<file path="src/rtl/bpa_pkg.sv">
// Shared constants, command and status types, and helper functions of the buddy allocator.
package bpa_pkg;

    localparam int NUM_PAGES  = 16384;
    localparam int NUM_ORDERS = 11;
    localparam int PAGE_W     = 14;
    localparam int LINK_W     = 15;
    localparam int ORD_W      = 4;
    localparam int CNT_W      = 15;
    localparam int OP_W       = 5;

    localparam logic [LINK_W-1:0] NULL_LINK = LINK_W'(NUM_PAGES);

    localparam logic [1:0] REQ_ADD   = 2'd0;
    localparam logic [1:0] REQ_ALLOC = 2'd1;
    localparam logic [1:0] REQ_FREE  = 2'd2;

    localparam logic [1:0] ST_OK      = 2'd0;
    localparam logic [1:0] ST_NOSPACE = 2'd1;
    localparam logic [1:0] ST_INVALID = 2'd2;

    localparam logic [OP_W-1:0] OP_NONE       = 5'd0;
    localparam logic [OP_W-1:0] OP_LOAD       = 5'd1;
    localparam logic [OP_W-1:0] OP_CLEAR      = 5'd2;
    localparam logic [OP_W-1:0] OP_ADD_ORDER  = 5'd3;
    localparam logic [OP_W-1:0] OP_WRMARK     = 5'd4;
    localparam logic [OP_W-1:0] OP_PUSHT1     = 5'd5;
    localparam logic [OP_W-1:0] OP_PUSHT2     = 5'd6;
    localparam logic [OP_W-1:0] OP_PUSHH1     = 5'd7;
    localparam logic [OP_W-1:0] OP_PUSHH2     = 5'd8;
    localparam logic [OP_W-1:0] OP_ADD_ADV    = 5'd9;
    localparam logic [OP_W-1:0] OP_RDLINK     = 5'd10;
    localparam logic [OP_W-1:0] OP_UNLINK     = 5'd11;
    localparam logic [OP_W-1:0] OP_SRCH_INC   = 5'd12;
    localparam logic [OP_W-1:0] OP_SETP       = 5'd13;
    localparam logic [OP_W-1:0] OP_SPLIT      = 5'd14;
    localparam logic [OP_W-1:0] OP_ALLOC_FIN  = 5'd15;
    localparam logic [OP_W-1:0] OP_RDMARK     = 5'd16;
    localparam logic [OP_W-1:0] OP_SETA_IDX   = 5'd17;
    localparam logic [OP_W-1:0] OP_SETA_BUDDY = 5'd18;
    localparam logic [OP_W-1:0] OP_MERGE      = 5'd19;
    localparam logic [OP_W-1:0] OP_RES_ERR    = 5'd20;
    localparam logic [OP_W-1:0] OP_RES_NOSPC  = 5'd21;
    localparam logic [OP_W-1:0] OP_RES_ADD    = 5'd22;
    localparam logic [OP_W-1:0] OP_RES_FREE   = 5'd23;

    typedef struct packed {
        logic [OP_W-1:0] op;
    } cmd_t;

    typedef struct packed {
        logic [1:0] req;
        logic       cnt_zero;
        logic       range_ok;
        logic       left_zero;
        logic       want_ok;
        logic       o_lt;
        logic       head_null;
        logic       a_lt_n;
        logic       o_gt_want;
        logic       free_pre_ok;
        logic       mark_rd;
        logic       buddy_match;
        logic       o_below_top;
        logic       clear_done;
        logic       out_free;
    } stat_t;

    function automatic logic [ORD_W-1:0] ceil_log2(input logic [CNT_W-1:0] n);
        logic [ORD_W-1:0] r;
        r = '0;
        for (int k = 0; k < CNT_W; k++) begin
            if ((CNT_W+1)'(1) << k < {1'b0, n}) r = r + ORD_W'(1);
        end
        return r;
    endfunction

    function automatic logic [ORD_W-1:0] add_order(input logic [LINK_W-1:0] idx,
                                                   input logic [CNT_W-1:0] left);
        logic [ORD_W-1:0] fl;
        logic [ORD_W-1:0] tz;
        fl = '0;
        tz = '0;
        for (int k = 1; k < NUM_ORDERS; k++) begin
            if ((CNT_W+1)'(1) << k <= {1'b0, left}) fl = fl + ORD_W'(1);
            if ((idx & ((LINK_W'(1) << k) - LINK_W'(1))) == '0) tz = tz + ORD_W'(1);
        end
        return (fl < tz) ? fl : tz;
    endfunction

endpackage

</file>
<file path="src/rtl/bpa_ctrl.sv">
// Controller: sequences clear pass, region add, allocate and free over the datapath.
module bpa_ctrl
    import bpa_pkg::*;
(
    input  logic  clk,
    input  logic  rst_n,
    input  logic  in_valid,
    output logic  in_stall,
    input  stat_t st,
    output cmd_t  cmd
);

    localparam logic [4:0] S_CLEAR     = 5'd0;
    localparam logic [4:0] S_IDLE      = 5'd1;
    localparam logic [4:0] S_DECODE    = 5'd2;
    localparam logic [4:0] S_ADD_ORD   = 5'd3;
    localparam logic [4:0] S_ADD_MK    = 5'd4;
    localparam logic [4:0] S_ADD_T1    = 5'd5;
    localparam logic [4:0] S_ADD_T2    = 5'd6;
    localparam logic [4:0] S_ADD_ADV   = 5'd7;
    localparam logic [4:0] S_SRCH      = 5'd8;
    localparam logic [4:0] S_AL_RD     = 5'd9;
    localparam logic [4:0] S_AL_UN     = 5'd10;
    localparam logic [4:0] S_AL_SPL    = 5'd11;
    localparam logic [4:0] S_AL_CHK    = 5'd12;
    localparam logic [4:0] S_AL_H1     = 5'd13;
    localparam logic [4:0] S_AL_H2     = 5'd14;
    localparam logic [4:0] S_AL_FIN    = 5'd15;
    localparam logic [4:0] S_FR_RD     = 5'd16;
    localparam logic [4:0] S_FR_CK     = 5'd17;
    localparam logic [4:0] S_FR_LOOP   = 5'd18;
    localparam logic [4:0] S_FR_BRD    = 5'd19;
    localparam logic [4:0] S_FR_BCK    = 5'd20;
    localparam logic [4:0] S_FR_UN     = 5'd21;
    localparam logic [4:0] S_FR_MG     = 5'd22;
    localparam logic [4:0] S_FR_DONE   = 5'd23;
    localparam logic [4:0] S_FR_MK     = 5'd24;
    localparam logic [4:0] S_FR_H1     = 5'd25;
    localparam logic [4:0] S_FR_H2     = 5'd26;
    localparam logic [4:0] S_FIN_FREE  = 5'd27;
    localparam logic [4:0] S_FIN_ERR   = 5'd28;
    localparam logic [4:0] S_FIN_NOSPC = 5'd29;
    localparam logic [4:0] S_FIN_ADD   = 5'd30;

    logic [4:0] state_reg, state_next;

    assign in_stall = (state_reg != S_IDLE);

    always_comb
    begin
        state_next = state_reg;
        cmd.op     = OP_NONE;
        unique case (state_reg)
            S_CLEAR:
            begin
                if (st.clear_done) state_next = S_IDLE;
                else cmd.op = OP_CLEAR;
            end
            S_IDLE:
            begin
                if (in_valid)
                begin
                    cmd.op     = OP_LOAD;
                    state_next = S_DECODE;
                end
            end
            S_DECODE:
            begin
                priority if (st.cnt_zero) state_next = S_FIN_ERR;
                else if (st.req == REQ_ADD)
                    state_next = st.range_ok ? S_ADD_ORD : S_FIN_ERR;
                else if (st.req == REQ_ALLOC)
                    state_next = st.want_ok ? S_SRCH : S_FIN_NOSPC;
                else if (st.req == REQ_FREE)
                begin
                    if (st.free_pre_ok)
                    begin
                        cmd.op     = OP_SETA_IDX;
                        state_next = S_FR_RD;
                    end
                    else state_next = S_FIN_ERR;
                end
                else state_next = S_FIN_ERR;
            end
            S_ADD_ORD:
            begin
                if (st.left_zero) state_next = S_FIN_ADD;
                else
                begin
                    cmd.op     = OP_ADD_ORDER;
                    state_next = S_ADD_MK;
                end
            end
            S_ADD_MK:  begin cmd.op = OP_WRMARK;  state_next = S_ADD_T1;  end
            S_ADD_T1:  begin cmd.op = OP_PUSHT1;  state_next = S_ADD_T2;  end
            S_ADD_T2:  begin cmd.op = OP_PUSHT2;  state_next = S_ADD_ADV; end
            S_ADD_ADV: begin cmd.op = OP_ADD_ADV; state_next = S_ADD_ORD; end
            S_SRCH:
            begin
                priority if (!st.o_lt) state_next = S_FIN_NOSPC;
                else if (st.head_null) cmd.op = OP_SRCH_INC;
                else
                begin
                    cmd.op     = OP_SETP;
                    state_next = S_AL_RD;
                end
            end
            S_AL_RD: begin cmd.op = OP_RDLINK; state_next = S_AL_UN;  end
            S_AL_UN: begin cmd.op = OP_UNLINK; state_next = S_AL_SPL; end
            S_AL_SPL:
            begin
                if (st.o_gt_want)
                begin
                    cmd.op     = OP_SPLIT;
                    state_next = S_AL_CHK;
                end
                else state_next = S_AL_FIN;
            end
            S_AL_CHK:
            begin
                if (st.a_lt_n)
                begin
                    cmd.op     = OP_WRMARK;
                    state_next = S_AL_H1;
                end
                else state_next = S_AL_SPL;
            end
            S_AL_H1: begin cmd.op = OP_PUSHH1; state_next = S_AL_H2;  end
            S_AL_H2: begin cmd.op = OP_PUSHH2; state_next = S_AL_SPL; end
            S_AL_FIN:
            begin
                if (st.out_free)
                begin
                    cmd.op     = OP_ALLOC_FIN;
                    state_next = S_IDLE;
                end
            end
            S_FR_RD: begin cmd.op = OP_RDMARK; state_next = S_FR_CK; end
            S_FR_CK: state_next = st.mark_rd ? S_FIN_ERR : S_FR_LOOP;
            S_FR_LOOP:
            begin
                if (st.o_below_top)
                begin
                    cmd.op     = OP_SETA_BUDDY;
                    state_next = S_FR_BRD;
                end
                else state_next = S_FR_DONE;
            end
            S_FR_BRD:
            begin
                if (st.a_lt_n)
                begin
                    cmd.op     = OP_RDMARK;
                    state_next = S_FR_BCK;
                end
                else state_next = S_FR_DONE;
            end
            S_FR_BCK:
            begin
                if (st.buddy_match)
                begin
                    cmd.op     = OP_RDLINK;
                    state_next = S_FR_UN;
                end
                else state_next = S_FR_DONE;
            end
            S_FR_UN:   begin cmd.op = OP_UNLINK;   state_next = S_FR_MG;   end
            S_FR_MG:   begin cmd.op = OP_MERGE;    state_next = S_FR_LOOP; end
            S_FR_DONE: begin cmd.op = OP_SETA_IDX; state_next = S_FR_MK;   end
            S_FR_MK:   begin cmd.op = OP_WRMARK;   state_next = S_FR_H1;   end
            S_FR_H1:   begin cmd.op = OP_PUSHH1;   state_next = S_FR_H2;   end
            S_FR_H2:   begin cmd.op = OP_PUSHH2;   state_next = S_FIN_FREE; end
            S_FIN_FREE, S_FIN_ERR, S_FIN_NOSPC, S_FIN_ADD:
            begin
                if (st.out_free)
                begin
                    cmd.op = (state_reg == S_FIN_FREE)  ? OP_RES_FREE  :
                             (state_reg == S_FIN_ERR)   ? OP_RES_ERR   :
                             (state_reg == S_FIN_NOSPC) ? OP_RES_NOSPC : OP_RES_ADD;
                    state_next = S_IDLE;
                end
            end
            default: state_next = S_IDLE;
        endcase
    end

    always_ff @(posedge clk or negedge rst_n)
    begin
        if (!rst_n)
        begin
            state_reg <= S_CLEAR;
        end
        else
        begin
            state_reg <= state_next;
        end
    end

    a_load_decode: assert property (@(posedge clk) disable iff (!rst_n)
        cmd.op == OP_LOAD |=> state_reg == S_DECODE)
        else $error("load not followed by decode");

    a_res_slot: assert property (@(posedge clk) disable iff (!rst_n)
        (cmd.op == OP_RES_ERR || cmd.op == OP_RES_NOSPC || cmd.op == OP_RES_ADD ||
         cmd.op == OP_RES_FREE || cmd.op == OP_ALLOC_FIN) |-> st.out_free)
        else $error("result written while output slot busy");

    a_split_order: assert property (@(posedge clk) disable iff (!rst_n)
        cmd.op == OP_SPLIT |-> st.o_gt_want)
        else $error("split below requested order");

    a_unlink_read: assert property (@(posedge clk) disable iff (!rst_n)
        cmd.op == OP_UNLINK |-> $past(cmd.op) == OP_RDLINK)
        else $error("unlink without link read");

endmodule

</file>
<file path="config.mk">
export PLATFORM = sky130hd
export DESIGN_NAME = bpa_ctrl
export DESIGN_NICKNAME = d
export VERILOG_FILES = /design/src/rtl/bpa_pkg.sv /design/src/rtl/bpa_ctrl.sv
export SDC_FILE = /design/constraint.sdc
export NUM_CORES = 1
export LEC_CHECK = 0
export BUFFER_PORTS_ARGS = -buffer_cell sky130_fd_sc_hd__buf_2
export CAP_MARGIN = 20
export CELL_PAD_IN_SITES_DETAIL_PLACEMENT = 0
export CELL_PAD_IN_SITES_GLOBAL_PLACEMENT = 1
export CORE_ASPECT_RATIO = 0.7
export CORE_MARGIN = 10
export CORE_UTILIZATION = 40
export CTS_BUF_LIST = sky130_fd_sc_hd__clkbuf_8
export DETAILED_ROUTE_END_ITERATION = 16
export PLACE_DENSITY = 0.9
export SLEW_MARGIN = 30
export SYNTH_ARGS = -nofsm -noshare
export SYNTH_HDL_FRONTEND = slang
export SYNTH_SLANG_ARGS = --single-unit
</file>
<file path="constraint.sdc">
create_clock -name clk -period 2.3 [get_ports clk]
set_clock_uncertainty 0.15 [all_clocks]
set_input_delay 0.23 -clock clk [delete_from_list [all_inputs] [get_ports clk]]
set_output_delay 0.23 -clock clk [all_outputs]
set_load 0.05 [all_outputs]
</file>
==> results.toml <==
[run_status]
status = "complete, but fails checks"
failed_checks = "setup timing"

[sta]
relSlewSlack = 0.730
slew_violations = 0
max_freq_ghz = 0.423
fin_crit_sh = 1.03
setup_viol = 2
setup_slack_ns = -0.0657
setup_tns_ns = -0.112
layout_min_cycle_time_ns = 2.37
tightest_slew_ns = 0.402
hold_viol_final = 0
rsz0062_at_grt = "true"

[clocking]
cts-htree-levels = 1
clockRootBuffer = "clkbuf_8"
cts.path.max_buffers = 2
cts_tree = "built"
cts_buffers = 3
cts.sinks = 5
clkTransAtPathRegs_ns = 0.03
clk_latency_ns = 0.22

[synthesis]
synth_nets = 187
synthesis.area_sq_mm = 0.00122
yosysSeqAreaShare = 0.103
yosysWarnings = 0
ys.flop_type = "dfrtp_1"
synth_cell_types = 59
synth_async_sr_flop_share = 1.00
synthCells = 168
ys_ff_latch = 5
avgSynthCellArea_sq_um = 7.26
synth_edf_count = 0

[grt]
grt_pass1_wl_mm = 7.44
grt_usage = 0.157
grt_max_degree = 17
grt_overflow = 0
antenna_found_initial = 0
grt_pass1_vias = 1530

[place]
place_inst = 235
post-dp-hpwl_mm = 3.47
numPortBuffers = 24
finalWeightedCongestion = 1.08
post-place-ws_ns = -0.0379

[worst_setup_path]
r2r_slack_ns = 0.10
rr_startpoint = "state_reg[0]$_DFFE_PN0P_"
worstPathArrival_ns = 1.99
r2r_cells = 7
crit_fanout = 6
critPathKind = "flip-flop to output pin"
startpoint = "state_reg[4]$_DFFE_PN0P_"
worstPathRequired_ns = 1.92
endpoint_kind = "output pin"
regToRegEndpoint = "state_reg[1]$_DFFE_PN0P_"
critPathLaunchType = "flip-flop"

[power]
irDropWorstVdd_mv = 0.947
power_mw = 3.04
p_per_area_mw_per_mm2 = 1860
leakage_nw = 0.700

[routing]
initialDrtViolationCount = 223
vias = 1590
routed_wl_mm = 4.80
wl_per_cell_um = 19.1
firstDrtPassIters = 5
ant_nets = 0
vias_per_cell = 6.33
drc = 0

[floorplan]
core_sq_mm = 0.00286
num_rows = 16
fp.dieW_um = 86.0
die_h_um = 66.2
start_util = 0.426
pin_count = 25
die_area_sq_mm = 0.00569

[hold_path]
hold_end = "state_reg[4]$_DFFE_PN0P_"
hold_depth = 3
hold_start = "st[13]"
hp-class = "input port to flip-flop"

[cells_and_area]
antennaDiodeCount = 0
fin_cells = 251
final_nets = 235
syn2layout_area_growth_pct = 34.1
largest_register_ffs = 5
drive_gt1_frac = 0.419

[flow_run]
cap_violations = 0
## placed cells by master (no fill, tap or decap), types with 3 or more instances in the layout
master    count
inv_1         3
buf_6         3
o22ai_1       4
or3_1         3
nand3_1       5
nor2_1       13
clkbuf_8      3
o31ai_1       4
nand2_1       9
nand3b_1      4
a21oi_1      13
nor3_1        7
buf_4        31
nand2b_1      5
buf_2        21
o21ai_1       3
a31oi_1       4
a211oi_1      4
dfrtp_2       5
o21ai_0       9
## logic make-up after synthesis
logic type,count (synthesis),synth area share
xor+xnor,2,0.0144
buf+inv,21,0.141
flops,5,0.103
simple gates,71,0.337
compound gates,63,0.347
fa+ha+maj,1,0.00821
mux,5,0.0503
## synth_stat cells, drive strengths merged, types with 2 or more instances
library cell,number,area [sq um]
buf,15,149
a21oi,14,73.8
nor2,14,55.1
o21ai,13,65.1
nand2,11,43.8
nor3,9,56.3
nand2b,7,46.3
dfrtp,5,125
nand3,5,25.0
a211oi,4,30.0
a31oi,4,25.0
inv,4,15.0
nand3b,4,30.0
nor4,4,31.3
o22ai,4,25.0
o31ai,4,30.0
a32oi,3,26.3
and2,3,21.3
mux2,3,41.3
nor2b,3,18.8
or3,3,18.8
a211o,2,17.5
a21boi,2,15.0
a2bb2oi,2,17.5
mux2i,2,20.0
o211ai,2,15.0
o221ai,2,17.5
or4,2,15.0
xnor2,2,17.5
## stage by stage
stage | utilization | hold WS [ns] | cell area (sq um)
floorplan | - | -0.216 | 1220
global placement | 0.491 | -0.105 | 1410
detailed placement | 0.491 | -0.103 | 1410
CTS | 0.549 | 0.186 | 1570
global route | 0.571 | 0.219 | 1640
finish | 0.571 | 0.183 | 1640
## area by class of cell
class,count,area (sq um)
fill,275,1230
inverter,5,18.8
sequential,5,131
tap,36,45.0
multi-input combinational,142,971
clock inverter,1,3.75
clock buffer,3,41.3
timing repair buffer,59,424
## critical path: stages, from the launching register on
cell     delay (ns)
dfrtp_2        0.41
buf_6          0.14
buf_4          0.14
nand2_2        0.06
buf_4          0.11
nor3_1         0.05
a41o_1         0.21
or4_4          0.49
buf_8          0.17
## what timing repair did
action / CTS / global route
hold endpoints to repair: 5 / 0
pin swaps: 4 / 1
resized for setup: 19 / 13
hold buffers: 1 / 0
endpoints found under the setup margin: 5 / 5
buffers inserted: 8 / 3
## power breakdown
group | leakage [nW] | switching (mW) | internal, mW
registers | 0.0549 | 0.0880 | 0.149
clock network | 0.0269 | 0.0410 | 0.114
logic | 0.618 | 1.48 | 1.17
total | 0.700 | 1.61 | 1.44
## worst max-delay path by stage
stage	to	slack, ns
6_report	cmd[0]	-0.07
5_1_grt	cmd[0]	-0.11
4_1_cts	cmd[0]	-0.04
3_5_place_dp	cmd[0]	-0.04
3_3_place_gp	cmd[0]	0.03
2_1_floorplan	cmd[4]	0.02
## layer usage
layer / vias up / global-route usage / part of all wire
met2: 112 / 0.243 / 0.43
met5: - / 0 / 0
met4: 0 / 0.0471 / 0.023
li1: 734 / - / -
met1: 728 / 0.201 / 0.43
met3: 16 / 0.0505 / 0.12
(Power assumes the default switching activity.)
